<file path="src/sat_pkg.sv">
// ----------------------------------------------------------------------------
// sat_pkg
// Shared types and constants of the set-associative transposition table.
// ----------------------------------------------------------------------------
package sat_pkg;

  localparam int CLUSTER_COUNT = 1024;
  localparam int WAYS          = 4;
  localparam int CLUSTER_BITS  = (CLUSTER_COUNT > 1) ? $clog2(CLUSTER_COUNT) : 1;
  localparam int WAY_BITS      = (WAYS > 1) ? $clog2(WAYS) : 1;

  localparam int EXACT_BONUS   = 8;
  localparam int AGE_WEIGHT    = 16;
  localparam int AGE_SHIFT     = $clog2(AGE_WEIGHT);
  localparam int WORTH_W       = 14;

  localparam int S_DATA_W      = 112;
  localparam int S_USER_W      = 2;
  localparam int M_DATA_W      = 48;

  localparam logic [1:0] BOUND_EXACT = 2'd0;

  typedef enum logic [1:0] {
    FUNC_PROBE   = 2'd0,
    FUNC_STORE   = 2'd1,
    FUNC_ADVANCE = 2'd2
  } func_t;

  typedef enum logic [1:0] {
    ST_CLEAR,
    ST_IDLE,
    ST_LOOKUP
  } state_t;

  typedef struct packed {
    logic        valid;
    logic [63:0] key;
    logic [15:0] score;
    logic [15:0] move;
    logic [7:0]  depth;
    logic [7:0]  age;
    logic [1:0]  bound;
  } way_t;

  localparam int ROW_W = WAYS * $bits(way_t);

  typedef struct packed {
    logic clear_we;
    logic load;
    logic execute;
  } sat_cmd_t;

  typedef struct packed {
    logic clear_last;
    logic out_stall;
  } sat_status_t;

endpackage

</file>
<file path="src/sat_ctrl.sv">
// ----------------------------------------------------------------------------
// sat_ctrl
// Controller: clearing sweep, input accept and lookup/write-back sequencing.
// ----------------------------------------------------------------------------
module sat_ctrl
  import sat_pkg::*;
(
  input  logic        clk,
  input  logic        rst,
  input  logic        s_tvalid,
  output logic        s_tready,
  input  sat_status_t status,
  output sat_cmd_t    cmd
);

  state_t state;
  state_t state_next;

  always_ff @(posedge clk) begin
    if (rst) begin
      state <= ST_CLEAR;
    end else begin
      state <= state_next;
    end
  end

  always_comb begin
    state_next   = state;
    cmd          = '0;
    s_tready     = 1'b0;
    unique case (state)
      ST_CLEAR: begin
        cmd.clear_we = 1'b1;
        if (status.clear_last) begin
          state_next = ST_IDLE;
        end
      end
      ST_IDLE: begin
        s_tready = 1'b1;
        if (s_tvalid) begin
          cmd.load   = 1'b1;
          state_next = ST_LOOKUP;
        end
      end
      ST_LOOKUP: begin
        if (!status.out_stall) begin
          cmd.execute = 1'b1;
          state_next  = ST_IDLE;
        end
      end
      default: begin
        state_next = ST_CLEAR;
      end
    endcase
  end

endmodule

</file>
<file path="config.mk">
export PLATFORM = sky130hd
export DESIGN_NAME = sat_ctrl
export DESIGN_NICKNAME = d
export VERILOG_FILES = /design/src/sat_pkg.sv /design/src/sat_ctrl.sv
export SDC_FILE = /design/constraint.sdc
export NUM_CORES = 1
export LEC_CHECK = 0
export ABC_AREA = 1
export BUFFER_PORTS_ARGS = -buffer_cell sky130_fd_sc_hd__buf_4
export CORE_AREA = 5 5 42 44
export CTS_CLUSTER_DIAMETER = 30
export DETAILED_ROUTE_END_ITERATION = 12
export DIE_AREA = 0 0 47 49
export PLACE_DENSITY = 0.3
export SYNTH_ARGS = -nofsm -noshare
export SYNTH_HDL_FRONTEND = slang
export SYNTH_SLANG_ARGS = --single-unit
</file>
<file path="constraint.sdc">
create_clock -name clk -period 1.05 [get_ports clk]
set_clock_uncertainty 0.1 [all_clocks]
set_input_delay 0.315 -clock clk [delete_from_list [all_inputs] [get_ports clk]]
set_output_delay 0.315 -clock clk [all_outputs]
set_load 0.005 [all_outputs]
</file>
### Word-level counts from Yosys, hierarchy flattened

Cells that the tools add are included.

| storage, ports and cells | value |
|---|---|
| flip-flop bits (word level) | 2 |
| word-level logic and storage cells | 18 |
| output and inout bits | 4 |
| input port bits | 5 |

| operators by class | value |
|---|---|
| mux-type cells | 10 |
| reductions and logical operators | 2 |
| equal/unequal tests | 5 |

Operators with widths:

| kind | count |
|---|---|
| $mux 1 | 6 |
| $mux 2 | 3 |
| $ne 2x2->1 const B | 3 |
| $pmux 2 s3 | 1 |
| $reduce_and 3->1 | 1 |
| $eq 2x1->1 const B | 1 |
| $eq 2x2->1 const B | 1 |
| $logic_not 2->1 | 1 |

### Longest topological paths before layout

Gate-level depths: netlist (run 1).

| logic depth | value |
|---|---|
| word-level depth | 3 |
| mapped depth | 4 |
| mapped depth without buffers | 4 |

### Worst setup path after synthesis (run 1)

Ideal clock, no wire load.

| timing | value |
|---|---|
| kind | flip-flop to output port |
| from | reg state[1] |
| to | out cmd[0] in the netlist's numbering |
| path buffers | 0 |
| data arrival time | 0.562 ns |
| cell stages (with the launch flop) | 3 |
| path slack | 0.073 ns |
| required time | 0.635 ns |
| cells stage by stage | dfxtp_1 > inv_1 > nor3_1 |

RTL lines:

| element | line | RTL |
|---|---|---|
| start: declaration | sat_ctrl.sv:16 | `state_t state;` |
| start signal: assignment | sat_ctrl.sv:23 | `state <= state_next;` |
| end: declaration | sat_ctrl.sv:13 | `output sat_cmd_t cmd` |

==> metrics, run 1 <==
status complete, but fails checks; failing checks negative setup slack; DR iter-0 viols 3; Final period util 1.20; PD cells 1370 nW/µm²; WP buf/inv 2; Worst Slack Setup Final -0.212 ns; Synth Instances 19; Max Freq roughly 800 MHz; Clock transition at path regs 0.03 ns; crit path kind reg2out; register area share after synthesis 0.364; top-count cell post-synth inv_1; Top Ports 9; H-tree levels 1; Pins Over Slew Limit 0; Tmin final 1.26 ns; Slew HR 0.906; area leader, netlist dfxtp_1; crit-path max FO 4; EDFF count, synth 0; Starting Density 0.0786; CP cell instances inv_4, nor3_2, buf_4; worst-skew pair later-pin latency 0.22 ns; hold buffer count at cts 0; largest net degree at the start of global routing 7; CP required 0.63 ns; YS warnings 0; Max Root-Sink Buffers 2; R2R Path Start state[0]$_SDFFE_PP0P_; n_diodes 0; GR Layer Usage met1 0.0460; Die W 47 µm; Synth Cell Area 110 µm²; post-DR vias/cell 3.33; routability cong. approximately 0.68; Peak VDD IR 0.397 mV; initial antenna violation count 0; Crit path arrival time 0.85 ns; #FFs+latches synth 2; share of the synthesized area in the top cell type 0.364; first-pass iteration count of the detailed router 2; number of buffers created by CTS 3; Critical Path Start Type register; Total Wirelength 352 µm; GRT overflow 0; Hold Startpoint rst; Slew @ Worst Pin ~0.14 ns; Vias 153; detailed-route DRC error count 0; wire length per cell after detailed routing roughly 7.7 µm; Hold Fails Final Rpt 0; Regs by FF count state (2); # nets final 37; critical path launch point state[1]$_SDFFE_PP0P_; Hold Crit Class in2reg; GR met3 Demand/Resource 0.0369; fill count 168; gr busiest metal met1; number of port buffers 8; Synth top cells by count 6 x inv_1, 4 x nand2_1, 2 x dfxtp_1, 2 x nand3_1, 2 x nor2_1; Clock Root Buffer clkbuf_4; endpoint class of the critical path output pin; Setup TNS -0.803 ns; Largest Register state; antenna viol nets, final 0; CP max stage delay ~0.36 ns; area grow syn2layout 116%; count of final setup violators 4; Slowest-stage cell, CP dfxtp_4; count of cell types in the netlist 8; Post-synth ARST share 0; Mapped Nets 24; core box area around 1400 µm²; Top FF cell, synth dfxtp_1; Place WS -0.122 ns; GR met2 Demand/Resource 0.0430; layout cells sized above 1 0.567; vias in the first global route 158; average size of a mapped cell 5.80 µm²; Leak 0.128 nW; Register Area 45.0 µm²; multi-input logic area around 58 µm²; Sink Count 2; FP Rows 14; setup bufs post-CTS 0; first-pass GRT wire length 621 µm; RSZ-0062 raised after global routing yes; CTS tree yes; maxcap violations 0; GRT Total Usage 0.0394; top cells by area, synth dfxtp_1 36%, inv_1 20%, nand2_1 14%; delay-heaviest family, CP flip-flops; flip-flop count of the largest register after layout 2; Die Y 49 µm; die area 2300 µm²
-- per-stage QoR --
stage / instances / cell area (µm²) / hold WS, ns / power (mW) / util
2_1_floorplan: 19 / 110 / 0.284 / 0.113 / -
3_3_place_gp: 43 / 190 / 0.380 / 0.148 / 0.136
3_5_place_dp: 43 / 190 / 0.385 / 0.149 / 0.136
4_1_cts: 46 / 233 / 0.141 / 0.338 / 0.166
5_1_grt: 46 / 238 / 0.155 / 0.352 / 0.170
6_report: 46 / 238 / 0.150 / 0.325 / 0.170
-- final timing paths --
check | end | slack, ns | depth (start not counted)
setup / recovery | cmd[0] | -0.21 | 3
setup reg to reg | state[0]$_SDFFE_PP0P_ | 0.19 | 4
hold reg to reg | state[1]$_SDFFE_PP0P_ | 0.43 | 2
hold / removal | state[1]$_SDFFE_PP0P_ | 0.15 | 2
-- worst reg2reg max path, delay by kind of cell (launching register included) --
kind / cells / cell delay (ns)
flops: 1 / 0.34
simple gates: 4 / 0.31
-- layout make-up --
class,instances,area share
inverter,6,0.105
multi-input combinational,11,0.242
clock buffer,3,0.0947
tap,16,0.0842
timing repair buffer,8,0.284
sequential,2,0.189
-- layout by cell type, fill, tap and decap left out --
cell	instances
buf_4	6
nand2_1	4
inv_1	4
clkbuf_4	3
nor2_1	2
buf_6	2
inv_4	1
nand3_2	1
inv_2	1
nor3_2	1
nand3_1	1
a21oi_1	1
o21ai_0	1
dfxtp_2	1
dfxtp_4	1
-- what timing repair did --
item,CTS,global route
resized for setup,8,2
setup endpoints to repair,4,4
pin swaps,1,0
hold endpoints to repair,0,0
-- power by group --
group	total, mW	internal, mW	switching [mW]
registers	0.0921	0.0825	0.00959
clock network	0.167	0.126	0.0413
logic	0.0659	0.0387	0.0272
total	0.325	0.247	0.0781
-- logic make-up (layout without fill, tap and decap cells) --
group | count (synthesis) | after routing | synth area share
and+or+nand+nor | 9 | 9 | 0.341
buffers and inverters | 6 | 17 | 0.205
DFF | 2 | 2 | 0.364
AOI/OAI and AO/OA | 2 | 2 | 0.0908
-- layer usage --
| metal | routed length, µm | share of wire |
|---|---|---|
| met2 | 114 | 0.32 |
| met5 | 0 | 0 |
| met4 | 0 | 0 |
| met1 | 172 | 0.49 |
| met3 | 65 | 0.18 |
Power figures use the tool's default switching activity.
==> inputs of run 2 (changes only) <==
--- a/config.mk
+++ b/config.mk
@@ -5,13 +5,13 @@
 export SDC_FILE = /design/constraint.sdc
 export NUM_CORES = 1
 export LEC_CHECK = 0
-export ABC_AREA = 1
 export BUFFER_PORTS_ARGS = -buffer_cell sky130_fd_sc_hd__buf_4
 export CORE_AREA = 5 5 42 44
 export CTS_CLUSTER_DIAMETER = 30
 export DETAILED_ROUTE_END_ITERATION = 12
 export DIE_AREA = 0 0 47 49
 export PLACE_DENSITY = 0.3
+export REMOVE_ABC_BUFFERS = 1
 export SYNTH_ARGS = -nofsm -noshare
 export SYNTH_HDL_FRONTEND = slang
 export SYNTH_SLANG_ARGS = --single-unit
==> metrics, run 2 <==
Final period util 1.24; vias in the first global route 181; CP max stage delay around 0.34 ns; Vias 146; RSZ-0062 raised after global routing yes; top-count cell post-synth nor2_1; CTS tree yes; delay-heaviest family, CP flip-flops; WP buf/inv 1; n_diodes 0; Hold Fails Final Rpt 0; # nets final 35; most frequent cells in the layout 12 x buf_4, 3 x clkbuf_4, 2 x nor2_2, 2 x nand2b_1; Largest Register state; failing checks negative setup slack; detailed-route DRC error count 0; Die Y 49 µm; Regs by FF count state (2); share of the synthesized area in the top cell type 0.356; Die W 47 µm; flip-flop count of the largest register after layout 2; EDFF count, synth 0; largest net degree at the start of global routing 7; Power, Total 333 µW; Slew HR 0.873; count of final setup violators 5; GRT Total Usage 0.0485; Synth Instances 13; DR iter-0 viols 1; first-pass GRT wire length 731 µm; Tmin final 1.30 ns; worst-skew pair later-pin latency 0.23 ns; post-DR vias/cell 3.32; average size of a mapped cell 8.66 µm²; H-tree levels 1; first-pass iteration count of the detailed router 3; count of cell types in the netlist 9; crit-path max FO 4; Leak around 0.13 nW; PD cells 1270 nW/µm²; YS warnings 0; Synth top cells by count 3 x nor2_1, 2 x dfxtp_1, 2 x nand2b_1; die area 2300 µm²; Hold Crit Class in2reg; layout cells sized above 1 0.750; Max Root-Sink Buffers 2; Pins Over Slew Limit 0; antenna viol nets, final 0; Worst Slack Setup Final -0.252 ns; endpoint class of the critical path output pin; core box area around 1400 µm²; Clock Root Buffer clkbuf_4; area grow syn2layout 132%; register area share after synthesis 0.356; Crit path arrival time roughly 0.89 ns; Non-Filler Instances 44; top cells by area, synth dfxtp_1 36%, nand2b_1 11%, nor2_1 10%; number of buffers created by CTS 3; Synth Cell Area 113 µm²; most common cell after layout, fill and taps aside buf_4; Slew @ Worst Pin roughly 0.19 ns; Slowest-stage cell, CP dfxtp_2; wire length per cell after detailed routing 9.55 µm; FP Rows 14; Top FF cell, synth dfxtp_1; DP Cell Count 40; status complete, but fails checks; area leader, netlist dfxtp_1; Total Wirelength between 400 and 500 µm; GRT overflow 0; number of port buffers 8; Sink Count 2; #FFs+latches synth 2; Peak VDD IR about 0.38 mV; routability cong. 0.727; Critical Path Start Type register; CP required 0.63 ns; crit path kind reg2out; Post-synth ARST share 0; Starting Density 0.0804; Max Freq 768 MHz; Hold Slack 0.153 ns; maxcap violations 0; Clock transition at path regs 0.03 ns; Top Ports 9; CP cell instances and3b_1, buf_4; initial antenna violation count 0
==> run 2: changes by cell type in the layout (fill, tap and decap cells not counted), moves of 2 or more <==
cell,change
nor2_2,+2
buf_6,-2
inv_1,-3
nand2b_1,+2
nand2_1,-4
buf_4,+6
==> run 2: layout make-up <==
class | instances | area (µm²)
clock buffer | 3 | 22.5
inverter | 1 | 3.75
timing repair buffer | 12 | 90.1
tap | 16 | 20.0
sequential | 2 | 45.0
fill | 168 | 1140
multi-input combinational | 10 | 80.1
==> run 2: kinds of logic after synthesis <==
group | after synthesis | synth area share
simple gates | 7 | 0.378
compound gates | 3 | 0.233
flops | 2 | 0.356
buf+inv | 1 | 0.0333
==> run 2: stage by stage <==
stage                     worst slack (ns)  instance area (µm²)   util  setup TNS [ns]
after detailed placement            -0.154                  215  0.154          -0.351
final                               -0.252                  262  0.187          -0.947
after CTS                           -0.264                  248  0.177           -1.01
after floorplan                     0.0605                  113      -               0
after global routing                -0.301                  262  0.187           -1.22
after global placement              -0.170                  215  0.154          -0.365
==> run 2: power by group <==
group	switching, mW	leakage, nW	internal [mW]
clock	0.0431	0.0138	0.126
combinational	0.0239	0.0944	0.0490
sequential	0.00768	0.0175	0.0834
total	0.0747	0.126	0.258
==> run 2: per-layer routing <==
metal,share of wire,vias up,GRT usage
met4,0,0,0.0415
met3,0.17,0,0.0406
li1,-,76,-
met5,0,-,0
met1,0.49,59,0.0635
met2,0.34,11,0.0452
==> run 2: what timing repair did <==
item | in CTS | in global routing
pin swaps | 2 | 3
hold endpoints to repair | 0 | 0
setup buffers | 2 | 1
setup endpoints to repair | 5 | 6
gates resized for setup | 2 | 4
cloned | 0 | 0
hold buffers | 0 | 0
==> run 2: path summary, 6_finish.rpt <==
kind                    startpoint               endpoint  slack, ns  depth (start not counted)
min                            rst  state[0]$_SDFFE_PP0P_       0.15                          2
max reg2reg  state[1]$_SDFFE_PP0P_  state[1]$_SDFFE_PP0P_      -0.01                          3
max          state[1]$_SDFFE_PP0P_                 cmd[1]      -0.25                          2
min reg2reg  state[0]$_SDFFE_PP0P_  state[0]$_SDFFE_PP0P_       0.45                          2
